File: src/sv/bbo_pkg.sv
// Shared constants and types for the bounding box overlay unit.
// No dependencies; compile first.
package bbo_pkg;

    localparam int COORD_BITS_DEF = 12;
    localparam int CFG_IDX_BITS   = 3;
    localparam int CFG_DATA_BITS  = 24;
    localparam int BORDER_BITS    = 8;
    localparam int COLOR_BITS     = 24;
    localparam int MODE_BITS      = 2;
    localparam int CROSS_REACH    = 4;

    localparam logic [7:0] WHITE_BYTE = 8'hFF;

    // draw_mode codes; code 3 acts as box with cross
    localparam logic [MODE_BITS-1:0] MODE_FILL  = 2'd0;
    localparam logic [MODE_BITS-1:0] MODE_BOX   = 2'd1;
    localparam logic [MODE_BITS-1:0] MODE_CROSS = 2'd2;

    typedef enum logic [CFG_IDX_BITS-1:0] {
        REG_BOX_LEFT   = 3'd0,
        REG_BOX_TOP    = 3'd1,
        REG_BOX_WIDTH  = 3'd2,
        REG_BOX_HEIGHT = 3'd3,
        REG_BORDER     = 3'd4,
        REG_COLOR      = 3'd5,
        REG_MODE       = 3'd6
    } bbo_reg_idx_t;

endpackage

File: src/sv/bbo_if.sv
// Valid/ready channel interfaces: pixel words in, pixel words out, register writes.
// Depends on bbo_pkg.
interface bbo_pix_if #(parameter int COORD_BITS = bbo_pkg::COORD_BITS_DEF);
    logic                  valid;
    logic                  ready;
    logic [COORD_BITS-1:0] pixel_x;
    logic [COORD_BITS-1:0] pixel_y;
    logic [COORD_BITS:0]   frame_width;
    logic [COORD_BITS:0]   frame_height;
    logic [7:0]            in_ch0;
    logic [7:0]            in_ch1;
    logic [7:0]            in_ch2;

    modport source (output valid, pixel_x, pixel_y, frame_width, frame_height,
                    in_ch0, in_ch1, in_ch2, input ready);
    modport sink   (input valid, pixel_x, pixel_y, frame_width, frame_height,
                    in_ch0, in_ch1, in_ch2, output ready);
endinterface

interface bbo_res_if;
    logic       valid;
    logic       ready;
    logic [7:0] out_ch0;
    logic [7:0] out_ch1;
    logic [7:0] out_ch2;
    logic       was_marked;

    modport source (output valid, out_ch0, out_ch1, out_ch2, was_marked, input ready);
    modport sink   (input valid, out_ch0, out_ch1, out_ch2, was_marked, output ready);
endinterface

interface bbo_cfg_if;
    logic                               valid;
    logic                               ready;
    logic [bbo_pkg::CFG_IDX_BITS-1:0]   index;
    logic [bbo_pkg::CFG_DATA_BITS-1:0]  data;

    modport source (output valid, index, data, input ready);
    modport sink   (input valid, index, data, output ready);
endinterface

File: src/sv/bbo_cfg_regs.sv
// Configuration register file, written through the register write channel.
// Depends on bbo_pkg and bbo_cfg_if.
module bbo_cfg_regs #(
    parameter int COORD_BITS = bbo_pkg::COORD_BITS_DEF
) (
    input  logic                                 clk,
    input  logic                                 rst_n,
    bbo_cfg_if.sink                              cfg,
    output logic signed [COORD_BITS:0]           box_left,
    output logic signed [COORD_BITS:0]           box_top,
    output logic [COORD_BITS-1:0]                box_width,
    output logic [COORD_BITS-1:0]                box_height,
    output logic [bbo_pkg::BORDER_BITS-1:0]      border_thickness,
    output logic [bbo_pkg::COLOR_BITS-1:0]       mark_color,
    output logic [bbo_pkg::MODE_BITS-1:0]        draw_mode
);
    import bbo_pkg::*;

    logic signed [COORD_BITS:0] box_left_reg;
    logic signed [COORD_BITS:0] box_top_reg;
    logic [COORD_BITS-1:0]      box_width_reg;
    logic [COORD_BITS-1:0]      box_height_reg;
    logic [BORDER_BITS-1:0]     border_reg;
    logic [COLOR_BITS-1:0]      color_reg;
    logic [MODE_BITS-1:0]       mode_reg;

    assign cfg.ready = 1'b1;

    always_ff @(posedge clk or negedge rst_n)
    begin
        if (!rst_n)
        begin
            box_left_reg   <= '0;
            box_top_reg    <= '0;
            box_width_reg  <= '0;
            box_height_reg <= '0;
            border_reg     <= BORDER_BITS'(1);
            color_reg      <= '0;
            mode_reg       <= MODE_BOX;
        end
        else if (cfg.valid)
        begin
            case (bbo_reg_idx_t'(cfg.index))
                REG_BOX_LEFT:   box_left_reg   <= cfg.data[COORD_BITS:0];
                REG_BOX_TOP:    box_top_reg    <= cfg.data[COORD_BITS:0];
                REG_BOX_WIDTH:  box_width_reg  <= cfg.data[COORD_BITS-1:0];
                REG_BOX_HEIGHT: box_height_reg <= cfg.data[COORD_BITS-1:0];
                REG_BORDER:     border_reg     <= cfg.data[BORDER_BITS-1:0];
                REG_COLOR:      color_reg      <= cfg.data[COLOR_BITS-1:0];
                REG_MODE:       mode_reg       <= cfg.data[MODE_BITS-1:0];
                default:        ;
            endcase
        end
    end

    assign box_left         = box_left_reg;
    assign box_top          = box_top_reg;
    assign box_width        = box_width_reg;
    assign box_height       = box_height_reg;
    assign border_thickness = border_reg;
    assign mark_color       = color_reg;
    assign draw_mode        = mode_reg;

endmodule

File: src/sv/bbo_mark_logic.sv
// Per-pixel region, border and center-cross decision and color select.
// Depends on bbo_pkg.
module bbo_mark_logic #(
    parameter int COORD_BITS = bbo_pkg::COORD_BITS_DEF
) (
    input  logic signed [COORD_BITS:0]      box_left,
    input  logic signed [COORD_BITS:0]      box_top,
    input  logic [COORD_BITS-1:0]           box_width,
    input  logic [COORD_BITS-1:0]           box_height,
    input  logic [bbo_pkg::BORDER_BITS-1:0] border_thickness,
    input  logic [bbo_pkg::COLOR_BITS-1:0]  mark_color,
    input  logic [bbo_pkg::MODE_BITS-1:0]   draw_mode,
    input  logic [COORD_BITS-1:0]           pixel_x,
    input  logic [COORD_BITS-1:0]           pixel_y,
    input  logic [COORD_BITS:0]             frame_width,
    input  logic [COORD_BITS:0]             frame_height,
    input  logic [7:0]                      in_ch0,
    input  logic [7:0]                      in_ch1,
    input  logic [7:0]                      in_ch2,
    output logic [7:0]                      out_ch0,
    output logic [7:0]                      out_ch1,
    output logic [7:0]                      out_ch2,
    output logic                            was_marked
);
    import bbo_pkg::*;

    // signed working width: covers origin + size and origin - thickness
    localparam int W = COORD_BITS + 3;
    localparam logic signed [W-1:0] ONE_W       = W'(1);
    localparam logic signed [W-1:0] REACH_W     = W'(CROSS_REACH);
    localparam logic signed [W-1:0] NEG_REACH_W = -REACH_W;

    logic signed [W-1:0] bl_w, bt_w, left_w, top_w, bw_w, bh_w, t_w;
    logic signed [W-1:0] x_w, y_w, fw_w, fh_w;
    logic signed [W-1:0] right_w, bottom_w, right_c, bottom_c;
    logic signed [W-1:0] cx_w, cy_w, dx_w, dy_w;
    logic in_region, on_border, on_cross, paint_mark, paint_white;

    assign bl_w   = {{2{box_left[COORD_BITS]}}, box_left};
    assign bt_w   = {{2{box_top[COORD_BITS]}}, box_top};
    assign left_w = box_left[COORD_BITS] ? '0 : bl_w;
    assign top_w  = box_top[COORD_BITS]  ? '0 : bt_w;
    assign bw_w   = {3'b000, box_width};
    assign bh_w   = {3'b000, box_height};
    assign t_w    = {{(W-BORDER_BITS){1'b0}}, border_thickness};
    assign x_w    = {3'b000, pixel_x};
    assign y_w    = {3'b000, pixel_y};
    assign fw_w   = {2'b00, frame_width};
    assign fh_w   = {2'b00, frame_height};

    // region end, clamped to the last column/row (exclusive)
    assign right_w  = left_w + bw_w;
    assign bottom_w = top_w + bh_w;
    assign right_c  = (right_w >= fw_w)  ? fw_w - ONE_W : right_w;
    assign bottom_c = (bottom_w >= fh_w) ? fh_w - ONE_W : bottom_w;

    assign in_region = (x_w >= left_w) && (x_w < right_c)
                    && (y_w >= top_w) && (y_w < bottom_c);

    // border measured from the unclamped box edges
    assign on_border = (draw_mode == MODE_FILL)
                    || (x_w < bl_w + t_w) || (x_w >= bl_w + bw_w - t_w)
                    || (y_w < bt_w + t_w) || (y_w >= bt_w + bh_w - t_w);

    assign cx_w = bl_w + {4'b0000, box_width[COORD_BITS-1:1]};
    assign cy_w = bt_w + {4'b0000, box_height[COORD_BITS-1:1]};
    assign dx_w = x_w - cx_w;
    assign dy_w = y_w - cy_w;

    assign on_cross = (draw_mode >= MODE_CROSS)
                   && (((dx_w == '0) && (dy_w > NEG_REACH_W) && (dy_w < REACH_W))
                    || ((dy_w == '0) && (dx_w > NEG_REACH_W) && (dx_w < REACH_W)));

    assign paint_mark  = in_region && on_border;
    assign paint_white = in_region && !on_border && on_cross;

    always_comb
    begin
        if (paint_mark)
        begin
            out_ch0 = mark_color[7:0];
            out_ch1 = mark_color[15:8];
            out_ch2 = mark_color[23:16];
        end
        else if (paint_white)
        begin
            out_ch0 = WHITE_BYTE;
            out_ch1 = WHITE_BYTE;
            out_ch2 = WHITE_BYTE;
        end
        else
        begin
            out_ch0 = in_ch0;
            out_ch1 = in_ch1;
            out_ch2 = in_ch2;
        end
    end

    assign was_marked = paint_mark || paint_white;

endmodule

File: src/sv/bounding_box_overlay_unit.sv
// Bounding box overlay unit: top level with input and result registers.
// Depends on bbo_pkg, bbo_if, bbo_cfg_regs, bbo_mark_logic.
//
// Usage:
//   pixels  - sink of pixel words: coordinates, frame size and three color bytes.
//   results - source of result words: the three color bytes after overlay and
//             was_marked. Exactly one result word per pixel word, in order.
//   cfg     - register writes (index, data); always ready. Write only while
//             no pixel word is in flight.
// Words pass the input register, then are offered from the result register.
// Throughput: one word per clock. The input register and result register form
//   a two-stage pipeline; the mark decision is a single combinational pass
//   between them, so a new word is taken every cycle as long as results drain.
// Stall: when results is not taken, the result register holds its word and the
//   input register takes one more word only if it is empty; then pixels.ready
//   drops until the result register frees up. No word is dropped or repeated.
// Reset (rst_n low, asynchronous): both pipeline stages empty, configuration
//   registers take border_thickness 1, draw_mode box, everything else 0.
module bounding_box_overlay_unit #(
    parameter int COORD_BITS = bbo_pkg::COORD_BITS_DEF
) (
    input  logic       clk,
    input  logic       rst_n,
    bbo_pix_if.sink    pixels,
    bbo_res_if.source  results,
    bbo_cfg_if.sink    cfg
);
    import bbo_pkg::*;

    // configuration
    logic signed [COORD_BITS:0] box_left, box_top;
    logic [COORD_BITS-1:0]      box_width, box_height;
    logic [BORDER_BITS-1:0]     border_thickness;
    logic [COLOR_BITS-1:0]      mark_color;
    logic [MODE_BITS-1:0]       draw_mode;

    // input stage
    logic                  s1_valid_reg, s1_valid_next;
    logic [COORD_BITS-1:0] x_reg, y_reg;
    logic [COORD_BITS:0]   fw_reg, fh_reg;
    logic [7:0]            c0_reg, c1_reg, c2_reg;

    // result stage
    logic       s2_valid_reg, s2_valid_next;
    logic [7:0] o0_reg, o1_reg, o2_reg;
    logic       marked_reg;

    // combinational result of the input stage
    logic [7:0] o0_comb, o1_comb, o2_comb;
    logic       marked_comb;

    logic pix_acc;
    logic s1_adv;

    bbo_cfg_regs #(.COORD_BITS(COORD_BITS)) u_cfg (
        .clk              (clk),
        .rst_n            (rst_n),
        .cfg              (cfg),
        .box_left         (box_left),
        .box_top          (box_top),
        .box_width        (box_width),
        .box_height       (box_height),
        .border_thickness (border_thickness),
        .mark_color       (mark_color),
        .draw_mode        (draw_mode)
    );

    // handshake: input stage moves on when the result stage is empty or drains
    assign s1_adv       = !s2_valid_reg || results.ready;
    assign pixels.ready = !s1_valid_reg || s1_adv;
    assign pix_acc      = pixels.valid && pixels.ready;

    always_comb
    begin
        s1_valid_next = s1_valid_reg;
        if (pix_acc)
            s1_valid_next = 1'b1;
        else if (s1_adv)
            s1_valid_next = 1'b0;
        s2_valid_next = s1_adv ? s1_valid_reg : s2_valid_reg;
    end

    always_ff @(posedge clk or negedge rst_n)
    begin
        if (!rst_n)
        begin
            s1_valid_reg <= 1'b0;
            s2_valid_reg <= 1'b0;
        end
        else
        begin
            s1_valid_reg <= s1_valid_next;
            s2_valid_reg <= s2_valid_next;
        end
    end

    // payload, no reset needed
    always_ff @(posedge clk)
    begin
        if (pix_acc)
        begin
            x_reg  <= pixels.pixel_x;
            y_reg  <= pixels.pixel_y;
            fw_reg <= pixels.frame_width;
            fh_reg <= pixels.frame_height;
            c0_reg <= pixels.in_ch0;
            c1_reg <= pixels.in_ch1;
            c2_reg <= pixels.in_ch2;
        end
        if (s1_adv && s1_valid_reg)
        begin
            o0_reg     <= o0_comb;
            o1_reg     <= o1_comb;
            o2_reg     <= o2_comb;
            marked_reg <= marked_comb;
        end
    end

    bbo_mark_logic #(.COORD_BITS(COORD_BITS)) u_mark (
        .box_left         (box_left),
        .box_top          (box_top),
        .box_width        (box_width),
        .box_height       (box_height),
        .border_thickness (border_thickness),
        .mark_color       (mark_color),
        .draw_mode        (draw_mode),
        .pixel_x          (x_reg),
        .pixel_y          (y_reg),
        .frame_width      (fw_reg),
        .frame_height     (fh_reg),
        .in_ch0           (c0_reg),
        .in_ch1           (c1_reg),
        .in_ch2           (c2_reg),
        .out_ch0          (o0_comb),
        .out_ch1          (o1_comb),
        .out_ch2          (o2_comb),
        .was_marked       (marked_comb)
    );

    assign results.valid      = s2_valid_reg;
    assign results.out_ch0    = o0_reg;
    assign results.out_ch1    = o1_reg;
    assign results.out_ch2    = o2_reg;
    assign results.was_marked = marked_reg;

    // a stalled result word must hold the input stage back
    a_stall_blocks: assert property (@(posedge clk) disable iff (!rst_n)
        s2_valid_reg && !results.ready |-> !s1_adv)
        else $error("input stage advanced over a stalled result");

    // never accept over a held, full input stage
    a_no_overwrite: assert property (@(posedge clk) disable iff (!rst_n)
        pix_acc |-> (!s1_valid_reg || s1_adv))
        else $error("pixel word accepted over a held word");

    // a word moving on from the input stage shows up as a result word
    a_word_moves: assert property (@(posedge clk) disable iff (!rst_n)
        s1_adv && s1_valid_reg |=> s2_valid_reg)
        else $error("pixel word lost between stages");

endmodule
File: src/flat_wrapper.sv
// flat-port wrapper written by rule: the top's interface ports become plain ports
module bounding_box_overlay_unit_flat import bbo_pkg::*;
#(
    parameter int COORD_BITS = bbo_pkg::COORD_BITS_DEF
)
  (clk, rst_n, pixels_valid, pixels_pixel_x, pixels_pixel_y, pixels_frame_width, pixels_frame_height, pixels_in_ch0, pixels_in_ch1, pixels_in_ch2, pixels_ready, results_valid, results_out_ch0, results_out_ch1, results_out_ch2, results_was_marked, results_ready, cfg_valid, cfg_index, cfg_data, cfg_ready);
  bbo_pix_if #(.COORD_BITS(COORD_BITS)) pixels_i ();
  bbo_res_if results_i ();
  bbo_cfg_if cfg_i ();
  input  logic clk;
  input  logic rst_n;
  input wire logic [$bits(pixels_i.valid)-1:0] pixels_valid;
  input wire logic [$bits(pixels_i.pixel_x)-1:0] pixels_pixel_x;
  input wire logic [$bits(pixels_i.pixel_y)-1:0] pixels_pixel_y;
  input wire logic [$bits(pixels_i.frame_width)-1:0] pixels_frame_width;
  input wire logic [$bits(pixels_i.frame_height)-1:0] pixels_frame_height;
  input wire logic [$bits(pixels_i.in_ch0)-1:0] pixels_in_ch0;
  input wire logic [$bits(pixels_i.in_ch1)-1:0] pixels_in_ch1;
  input wire logic [$bits(pixels_i.in_ch2)-1:0] pixels_in_ch2;
  output wire logic [$bits(pixels_i.ready)-1:0] pixels_ready;
  output wire logic [$bits(results_i.valid)-1:0] results_valid;
  output wire logic [$bits(results_i.out_ch0)-1:0] results_out_ch0;
  output wire logic [$bits(results_i.out_ch1)-1:0] results_out_ch1;
  output wire logic [$bits(results_i.out_ch2)-1:0] results_out_ch2;
  output wire logic [$bits(results_i.was_marked)-1:0] results_was_marked;
  input wire logic [$bits(results_i.ready)-1:0] results_ready;
  input wire logic [$bits(cfg_i.valid)-1:0] cfg_valid;
  input wire logic [$bits(cfg_i.index)-1:0] cfg_index;
  input wire logic [$bits(cfg_i.data)-1:0] cfg_data;
  output wire logic [$bits(cfg_i.ready)-1:0] cfg_ready;
  assign pixels_i.valid = pixels_valid;
  assign pixels_i.pixel_x = pixels_pixel_x;
  assign pixels_i.pixel_y = pixels_pixel_y;
  assign pixels_i.frame_width = pixels_frame_width;
  assign pixels_i.frame_height = pixels_frame_height;
  assign pixels_i.in_ch0 = pixels_in_ch0;
  assign pixels_i.in_ch1 = pixels_in_ch1;
  assign pixels_i.in_ch2 = pixels_in_ch2;
  assign pixels_ready = pixels_i.ready;
  assign results_valid = results_i.valid;
  assign results_out_ch0 = results_i.out_ch0;
  assign results_out_ch1 = results_i.out_ch1;
  assign results_out_ch2 = results_i.out_ch2;
  assign results_was_marked = results_i.was_marked;
  assign results_i.ready = results_ready;
  assign cfg_i.valid = cfg_valid;
  assign cfg_i.index = cfg_index;
  assign cfg_i.data = cfg_data;
  assign cfg_ready = cfg_i.ready;
  bounding_box_overlay_unit #(.COORD_BITS(COORD_BITS)) u_core (.clk(clk), .rst_n(rst_n), .pixels(pixels_i), .results(results_i), .cfg(cfg_i));
endmodule
File: config.mk
export PLATFORM = sky130hd
export DESIGN_NAME = bounding_box_overlay_unit_flat
export DESIGN_NICKNAME = d
export VERILOG_FILES = /design/src/sv/bbo_pkg.sv /design/src/sv/bbo_if.sv /design/src/sv/bbo_cfg_regs.sv /design/src/sv/bbo_mark_logic.sv /design/src/sv/bounding_box_overlay_unit.sv /design/src/flat_wrapper.sv
export SDC_FILE = /design/constraint.sdc
export NUM_CORES = 1
export LEC_CHECK = 0
export ABC_AREA = 1
export BUFFER_PORTS_ARGS = -buffer_cell sky130_fd_sc_hd__clkbuf_2
export CAP_MARGIN = 20
export CORE_MARGIN = 2
export CORE_UTILIZATION = 30
export CTS_CLUSTER_DIAMETER = 120
export CTS_CLUSTER_SIZE = 25
export DETAILED_ROUTE_END_ITERATION = 16
export PLACE_DENSITY = 0.48
export SYNTH_ARGS = -nofsm -noshare
export SYNTH_HDL_FRONTEND = slang
export SYNTH_HIERARCHICAL = 1
export SYNTH_SLANG_ARGS = --single-unit
File: constraint.sdc
create_clock -name clk -period 6 [get_ports clk]
set_input_delay 0.6 -clock clk [delete_from_list [all_inputs] [get_ports clk]]
set_output_delay 0.6 -clock clk [all_outputs]
set_load 0.02 [all_outputs]
==> qor.csv, run 1 <==
metric;value;unit
largest_reg_flops;24;
slew_headroom;34.28;%
power_density;431.4;nW/um^2
avgSynthCellArea;7.590;um^2
grt_pass1_vias;14733;
rsz0062_at_grt;false;
dieHeight;242.0;um
startpoint_type;register;
async_flop_share;46.49;%
viasPerCell;4.677;
dr_total_vias;14732;
cts_hold_buf;0;
yosys_most_used_dff;edfxtp_1;
critPathMaxStageDelay;0.41;ns
crit_path_end_kind;register;
drtPass1Iterations;7;
fin_skew;0.02183;ns
drt_wl_total;50550;um
ys_top_cells_by_area;ha_1 18%, edfxtp_1 17%, nand2_1 14%;
period_share;93.05;%
muxShareOfSynthArea;0.05890;%
grt_overflow;0;
hold_class;input pin to asynchronous set/reset pin;
slew_viol_final;0;
grt_pass1_wl;78210;um
antenna_found_initial;0;
seq_power_share;21.2;%
cts_tree;yes;
grt_max_degree;54;
routedWlPerCell;16.05;um
p_clk_share;15.1;%
path_clk_slew;0.08;ns
setup_viol;0;
synth.most_common_cell;nand2_1;
worstPathRequired;6.33;ns
ir_worst_vdd;0.2766;mV
path_class;register to register;
synth_top_family_by_area;simple AND/OR/NAND/NOR gates;
synth_warnings;6;
die_x;242.0;um
maxCapViolations;0;
synth.distinct_cells;52;
clk_path_buf_depth;2;
stdcell_count;3150;
synth_xor_area_share;4.175;%
pre_cts_ws;-0.3500;ns
finalNetCount;2771;
synth.largest_area_cell;ha_1;
place_hpwl;40900;um
grt_use_total;16.98;%
whs;0.08138;ns
area_growth;13.89;%
finalHoldViolCount;0;
p_sw;4167;uW
synth_fa_ha_area_share;22.77;%
fmax;179.1;MHz
cts_made_buffers;17;
seq_area_frac_synth;30.17;%
drtIter0Drc;681;
htreeDepth;4;
outcome;finished, final reports clean;
cp_common_cell;nand2_1;
clock_sinks;185;
row_count;87;
diodes;0;
internal_power;4182;uW
antenna_left;0;
synth_top_area_share;17.82;%
yosys.area_share.simple;24.85;%
cts-root-buf;clkbuf_16;
drc;0;
leakagePower;0.01013;uW
post-place-cells;3108;
initial_core_util;30.25;%
rr_worst_depth;34;
syn-cell-area;16990;um^2
swShare;49.91;%
layout_setup_ws;0.4171;ns
postSynthCellCount;2239;
synth_edf_count;99;
period_minus_slack;5.583;ns
worst_pin_slew;0.9835;ns
io_pins;134;
synth_compound_area_share;7.348;%
core-area;56170;um^2
worst_path_max_delay_cell;dfrtp_2;
synth.ff_latch_count;185;
finalSetupTns;0;ns
routabilityCongestion;0.8863;
crit_arrival;5.91;ns
comb_power_share;63.7;%
synth_nets;2629;
yosys-top-cells-count;614 x nand2_1, 418 x inv_1, 242 x ha_1;
clk_latency;0.47;ns
nFillCells;6017;
placement.io_buffers;132;
die_area;58570;um^2
drive_gt1_share;10.23;%
cp_max_fo;14;
## metrics by stage
stage                     utilization (%)  power (uW)  instance area [um^2]
after floorplan                         -        5566                 16990
after global placement              32.95        6838                 18510
after detailed placement            32.97        6936                 18520
after CTS                           34.16        8259                 19190
after global routing                34.46        9219                 19350
final                               34.46        8349                 19350
## timing repair
item | 4_1_cts | 5_1_grt
pin swaps | 1 | 11
cloned | 0 | 4
buffers inserted | 0 | 5
hold endpoints to repair | 0 | 0
endpoints found under the setup margin | 25 | 25
gates resized for setup | 4 | 23
## power by group through the flow
stage / Clock (uW) / Sequential [uW] / Combinational [uW]
after detailed placement: 0 / 1800 / 5130
after global routing: 1350 / 1800 / 6070
after CTS: 1300 / 1780 / 5180
final: 1260 / 1770 / 5320
after floorplan: 0 / 1790 / 3780
after global placement: 0 / 1800 / 5030
## cell type report
| cell class | count | area, um^2 | share of cell area (%) |
|---|---|---|---|
| Clock inverter | 15 | 222.7 | 1.151 |
| Multi-Input combinational cell | 1596 | 10160 | 52.49 |
| Timing Repair Buffer | 150 | 852.1 | 4.402 |
| Sequential cell | 185 | 5130 | 26.50 |
| Inverter | 431 | 1619 | 8.365 |
| Clock buffer | 17 | 425.4 | 2.198 |
| Tap cell | 756 | 945.9 | 4.887 |
## final timing paths
path,start,endpoint,slack [ns]
max in group asynchronous,rst_n,u_core/u_cfg/box_left[12],4.74
setup reg to reg,u_core/u_cfg/box_top[12],u_core/results.out_ch1[0],0.42
hold / removal,rst_n,u_core/u_cfg/mark_color[19],0.08
min in group clk,pixels_frame_height[2],u_core/fh_reg[2],0.30
hold reg to reg,u_core/u_cfg/draw_mode[0],u_core/u_cfg/draw_mode[0],0.48
setup / recovery,u_core/u_cfg/box_top[12],u_core/results.out_ch1[0],0.42
## cell families (layout without fill, tap and decap cells)
kind of cell,count (synthesis),in the layout
AND/OR/NAND/NOR,1000,1003
flip-flops,185,185
other,1,1
AO/OA/AOI/OAI,226,226
buffers and inverters,461,613
XOR/XNOR,81,81
multiplexers,1,1
adder cells (fa/ha/maj),284,284
## layout by cell type (no fill, tap or decap), types with 6 or more instances in the layout
| cell | Yosys | final |
|---|---|---|
| inv_2 | 10 | 19 |
| nor3_1 | 24 | 24 |
| nand2_1 | 614 | 612 |
| fa_1 | 42 | 42 |
| dfrtp_1 | 84 | 82 |
| a21o_1 | 6 | 6 |
| a211oi_1 | 7 | 7 |
| edfxtp_1 | 99 | 99 |
| buf_4 | 5 | 14 |
| clkbuf_2 | 0 | 131 |
| o21ai_0 | 58 | 55 |
| xor2_1 | 61 | 61 |
| o21bai_1 | 7 | 7 |
| xnor2_1 | 20 | 20 |
| a21oi_1 | 111 | 108 |
| nand3_1 | 167 | 166 |
| nand4_1 | 19 | 19 |
| nor2_1 | 144 | 142 |
| o21ai_1 | 7 | 10 |
| a31oi_1 | 10 | 10 |
| clkbuf_16 | 0 | 18 |
| ha_1 | 242 | 241 |
| inv_1 | 418 | 408 |
## routing by layer
metal / track usage [%] / routed length [um]
met5: 0 / 0
met4: 6.554 / 1711
met3: 2.083 / 1382
met2: 30.38 / 25440
met1: 20.74 / 22010
## worst max-delay path, delay by kind of cell, from the launching register on
kind / cells / cell delay [ns]
AND/OR/NAND/NOR: 14 / 1.76
AO/OA/AOI/OAI: 11 / 1.45
adder cells (fa/ha/maj): 3 / 0.91
buffers and inverters: 5 / 0.63
flip-flops: 1 / 0.41
XOR/XNOR: 1 / 0.24
(Power assumes the default switching activity.)
==> run 2, diff against run 1 <==
- CORE_ASPECT_RATIO: not set -> 1.75
==> run 2 against run 1 <==
First-iteration DRC count shrank 0.29%. Count of clock-buffer cells in the layout grew 1. Clock skew shrank 0.0051 ns. Setup slack improved by 0.095 ns. Global-route usage grew 1.9 points. Sequential power about the same. Sequential cell count did not move. Wire length increased by 7.6%. Die area increased by 0.13%. Highest routed layer unchanged.
==> qor.csv, run 2 (synthesis results as in run 1) <==
metric;value;unit;change
outcome;finished, final reports clean;;
ir_worst_vdd;0.2343;mV;-15%
hold_class;input pin to asynchronous set/reset pin;;
worst_path_max_delay_cell;fa_1;;
finalHoldViolCount;0;;unchanged
period_share;91.47;%;-1.6 points
mostFrequentLayoutCells;614 x nand2_1, 415 x inv_1, 242 x ha_1;;
worst_pin_slew;1.023;ns;+0.03929 ns
area_growth;12.69;%;
reg2reg_from;u_core/u_cfg/box_top[5];;
clk_latency;0.47;ns;about the same
maxCapViolations;0;;unchanged
core-area;56120;um^2;about the same
rr_worst_depth;25;;-26%
antenna_found_initial;0;;unchanged
p_sw;4161;uW;-0.13%
swShare;50.28;%;+0.37 points
antenna_left;0;;unchanged
fin_skew;0.01673;ns;-0.005104 ns
slew_viol_final;0;;unchanged
dr_total_vias;14634;;-0.67%
die_area;58640;um^2;+0.13%
worstPathRequired;6.34;ns;about the same
finalSetupTns;0;ns;unchanged
crit_arrival;5.83;ns;-0.08 ns
place_hpwl;45340;um;+11%
cts-root-buf;clkbuf_16;;
initial_core_util;30.28;%;about the same
fmax;182.2;MHz;+1.7%
r2r_slack;0.51;ns;+0.10 ns
drt_wl_total;54370;um;+7.6%
clock_sinks;185;;unchanged
htreeDepth;4;;unchanged
final_common_cell;nand2_1;;
io_pins;134;;unchanged
drtPass1Iterations;5;;-2
cp_common_cell;nand2_1;;
routedWlPerCell;17.57;um;+9.5%
die_x;183.9;um;-24%
grt_use_total;18.87;%;+1.9 points
critPathMaxStageDelay;0.57;ns;+0.16 ns
cts_made_buffers;17;;unchanged
diodes;0;;unchanged
grt_pass1_vias;15272;;+3.7%
multi_input_area;10120;um^2;-0.36%
cts_tree;yes;;
power_density;432.2;nW/um^2;+0.19%
path_clk_slew;0.09;ns;about the same
finalNetCount;2769;;-0.072%
slew_headroom;31.74;%;-2.5 points
internal_power;4115;uW;-1.6%
placement.io_buffers;132;;unchanged
r2r_end;u_core/results.out_ch2[7];;
viasPerCell;4.730;;+1.1%
routabilityCongestion;0.9109;;+2.8%
nFillCells;5968;;-0.81%
comb_power_share;64.2;%;+0.5 points
path_buf_inv;4;;-1
largest_reg_flops;24;;unchanged
drc;0;;unchanged
layout_setup_ws;0.5121;ns;+0.09501 ns
p_clk_share;14.3;%;-0.8 points
dieHeight;318.9;um;+32%
leakagePower;0.01008;uW;-0.52%
drtIter0Drc;679;;-0.29%
cp_max_fo;25;;+11
period_minus_slack;5.488;ns;-0.09501 ns
crit_path_end_kind;register;;
row_count;115;;+32%
drive_gt1_share;9.615;%;-0.62 points
stdcell_count;3094;;-1.8%
grt_pass1_wl;83470;um;+6.7%
path_delay_family;simple AND/OR/NAND/NOR gates;;
regArea;5130;um^2;unchanged
pre_cts_ws;0.2127;ns;+0.5627 ns
grt_max_degree;75;;+39%
grt_overflow;0;;unchanged
cts_hold_buf;0;;unchanged
setup_viol;0;;unchanged
path_class;register to register;;
clk_path_buf_depth;2;;unchanged
startpoint_type;register;;
post-place-cells;3059;;-1.6%
seq_power_share;21.5;%;+0.3 points
## run 2: what timing repair did
item | in CTS | in global routing
endpoints found under the hold margin | 0 | 0
endpoints found under the setup margin | 0 | 25
buffers inserted | 0 | 1
gates resized for setup | 0 | 14
## run 2: cell type report
class                      instances  share of cell area, %
clock buffer                      18                  2.293
clock inverter                    14                 0.8232
inverter                         431                  8.454
multi-input combinational       1595                  52.86
sequential                       185                  26.79
tap                              702                  4.586
timing repair buffer             149                  4.194
## run 2: power groups by stage
stage	Sequential (uW)	Clock [uW]	Combinational [uW]
CTS	1790	1220	5290
finish	1780	1180	5310
global route	1810	1260	6030
floorplan	1790	0	3780
detailed placement	1810	0	5260
global placement	1810	0	5180
## run 2: worst max path at each step
stage / from / to / slack, ns / cells after the start
floorplan: u_core/u_cfg/box_top[12] / u_core/results.out_ch0[0] / 0.85 / 33
finish: u_core/u_cfg/box_top[5] / u_core/results.out_ch2[7] / 0.51 / 25
CTS: u_core/u_cfg/box_top[5] / u_core/results.out_ch2[7] / 0.16 / 33
global route: u_core/u_cfg/box_left[0] / u_core/results.out_ch0[5] / -0.003 / 35
detailed placement: u_core/u_cfg/box_top[5] / u_core/results.out_ch2[7] / 0.21 / 33
global placement: u_core/u_cfg/box_top[5] / u_core/results.out_ch0[7] / 0.34 / 33
## run 2: routing by layer
metal / global-route usage [%] / wire length (um)
met3: 2.124 / 1196
met2: 39.25 / 31690
met1: 17.72 / 19120
met4: 8.498 / 2373
met5: 0 / 0
## run 2: through the flow
step | total power, uW | hold slack (ns) | util, % | cell area (um^2)
floorplan | 5566 | 0.3044 | - | 16990
global placement | 6988 | 0.4605 | 32.92 | 18480
detailed placement | 7074 | 0.4613 | 32.92 | 18480
CTS | 8298 | 0.02050 | 33.99 | 19070
global route | 9097 | 0.03538 | 34.13 | 19150
finish | 8276 | 0.03003 | 34.13 | 19150
==> run 3, diff against run 2 <==
- CORE_UTILIZATION: 30 -> 40
- GPL_TIMING_DRIVEN: not set -> 0
- PLACE_DENSITY: 0.48 -> 0.59
==> run 3 against run 2 <==
Hold slack better by 0.073 ns. Sequential power about the same. Sequential share of layout area down 0.27 points. Combinational power about the same. First-iteration DRC count down 4.3%. Total power up 0.57%. Via count up 1.1%. Maximum frequency down 3.7%. Utilization up 12 points. Non-clock buffer count up 34.
==> qor.csv, run 3 (synthesis results as in run 1) <==
metric;value;unit;change
dr_total_vias;14789;;+1.1%
reg2reg_from;u_core/u_cfg/box_left[12];;
grt_pass1_wl;78740;um;-5.7%
antenna_found_initial;0;;unchanged
seq_power_share;21.4;%;about the same
post-place-cells;2928;;-4.3%
r2r_slack;0.30;ns;-0.21 ns
drtIter0Drc;650;;-4.3%
period_share;95.03;%;+3.6 points
mostFrequentLayoutCells;614 x nand2_1, 407 x inv_1, 238 x ha_1;;
area_growth;13.97;%;
setup_viol;0;;unchanged
internal_power;4238;uW;+3.0%
clk_latency;0.46;ns;about the same
row_count;99;;-14%
crit_end;u_core/results.out_ch0[4];;
startpoint_type;register;;
hold_class;input pin to asynchronous set/reset pin;;
stdcell_count;2979;;-3.7%
cp_common_cell;nand2_1;;
fmax;175.4;MHz;-3.7%
initial_core_util;40.59;%;+10 points
grt_overflow;0;;unchanged
path_clk_slew;0.08;ns;about the same
final_common_cell;nand2_1;;
comb_power_share;63.7;%;-0.5 points
routabilityCongestion;0.9574;;+5.1%
dieHeight;276.7;um;-13%
worst_path_max_delay_cell;dfrtp_2;;
clock_sinks;185;;unchanged
htreeDepth;4;;unchanged
pre_cts_ws;-1.001;ns;-1.213 ns
grt_pass1_vias;15138;;-0.88%
ir_worst_vdd;0.1838;mV;-22%
path_buf_inv;9;;+5
maxCapViolations;0;;unchanged
place_hpwl;41480;um;-8.5%
fin_skew;0.01404;ns;-0.002688 ns
finalHoldViolCount;0;;unchanged
layout_setup_ws;0.2985;ns;-0.2136 ns
leakagePower;0.01024;uW;+1.6%
antenna_left;0;;unchanged
r2r_end;u_core/results.out_ch0[4];;
finalNetCount;2801;;+1.2%
period_minus_slack;5.702;ns;+0.2136 ns
outcome;finished, final reports clean;;
swShare;49.08;%;-1.2 points
slew_headroom;40.36;%;+8.6 points
cts-root-buf;clkbuf_16;;
slew_viol_final;0;;unchanged
drt_wl_total;50400;um;-7.3%
drtPass1Iterations;5;;unchanged
cts_hold_buf;0;;unchanged
path_delay_family;simple AND/OR/NAND/NOR gates;;
power_density;429.7;nW/um^2;-0.56%
die_area;44210;um^2;-25%
p_clk_share;14.9;%;+0.6 points
grt_use_total;22.93;%;+4.1 points
clk_path_buf_depth;2;;unchanged
diodes;0;;unchanged
crit_cells;34;;+36%
cts_tree;yes;;
largest_reg_flops;24;;unchanged
grt_max_degree;61;;-19%
routedWlPerCell;16.92;um;-3.7%
placement.io_buffers;132;;unchanged
worst_pin_slew;0.8926;ns;-0.1302 ns
drive_gt1_share;12.00;%;+2.4 points
worstPathRequired;6.22;ns;-0.12 ns
critPathMaxStageDelay;0.47;ns;-0.10 ns
drc;0;;unchanged
crit_arrival;5.93;ns;+0.10 ns
crit_start;u_core/u_cfg/box_left[12];;
rr_worst_depth;34;;+36%
path_class;register to register;;
crit_path_end_kind;register;;
viasPerCell;4.964;;+5.0%
io_pins;134;;unchanged
cts_made_buffers;17;;unchanged
core-area;41870;um^2;-25%
cp_max_fo;10;;-60%
fin_util;46.26;%;+12 points
die_x;159.8;um;-13%
p_sw;4085;uW;-1.8%
[run 3: changes by cell type in the layout (fill, tap and decap cells not counted), moves of 4 or more]
cell | previous run | this run
buf_2 | 0 | 13
nor2_1 | 142 | 132
buf_4 | 17 | 25
buf_6 | 0 | 8
inv_1 | 415 | 407
nor2_2 | 6 | 14
inv_2 | 12 | 18
dfrtp_1 | 82 | 78
dfrtp_2 | 2 | 6
ha_1 | 242 | 238
[run 3: layer usage]
| metal | track usage [%] | up-vias | routed length, um | part of all wire [%] |
|---|---|---|---|---|
| met2 | 46.32 | 295 | 28640 | 57 |
| met3 | 1.992 | 117 | 1034 | 2.1 |
| met4 | 13.44 | 0 | 3099 | 6.1 |
| met5 | 0 | - | 0 | 0 |
| li1 | - | 7488 | - | - |
| met1 | 22.07 | 6889 | 17630 | 35 |
[run 3: worst min path at each step]
stage,from,end,slack [ns],cells past startpoint
after floorplan,rst_n,u_core/results.valid,0.30,0
after global placement,u_core/u_cfg/draw_mode[0],u_core/u_cfg/draw_mode[0],0.46,2
after detailed placement,u_core/u_cfg/draw_mode[0],u_core/u_cfg/draw_mode[0],0.46,2
after CTS,rst_n,u_core/u_cfg/box_height[1],0.11,1
after global routing,rst_n,u_core/u_cfg/box_height[1],0.13,1
final,rst_n,u_core/u_cfg/box_height[1],0.10,1
[run 3: power by group through the flow]
stage               logic [uW]  registers, uW  clock network (uW)
finish                    5300           1780                1240
global route              6060           1810                1310
CTS                       5200           1780                1270
detailed placement        5110           1810                   0
global placement          5010           1800                   0
floorplan                 3780           1790                   0
[run 3: cell type report]
cell class              instances  area [um^2]
fillers                      4323        22500
clock buffers                  17        425.4
well taps                     555        694.4
repair buffers                154        872.1
flip-flops and latches        185         5135
inverters                     431         1625
multi-input cells            1593        10210
plain buffers                  29        200.2
clock inverters                15        207.7
[run 3: stage by stage]
stage	total power, uW	instance area (um^2)	hold slack [ns]	TNS, ns
floorplan	5566	16990	0.3044	0
global placement	6813	18350	0.4601	-21.63
detailed placement	6916	18420	0.4613	-22.87
CTS	8248	19150	0.1053	0
global route	9173	19370	0.1276	-0.3644
finish	8323	19370	0.1026	0
[run 3: timing repair]
action                     in CTS  in global routing
buffers inserted                5                 15
pin swaps                       3                 18
setup endpoints to repair      25                 25
hold endpoints to repair        0                  0
gates resized for setup        24                 39
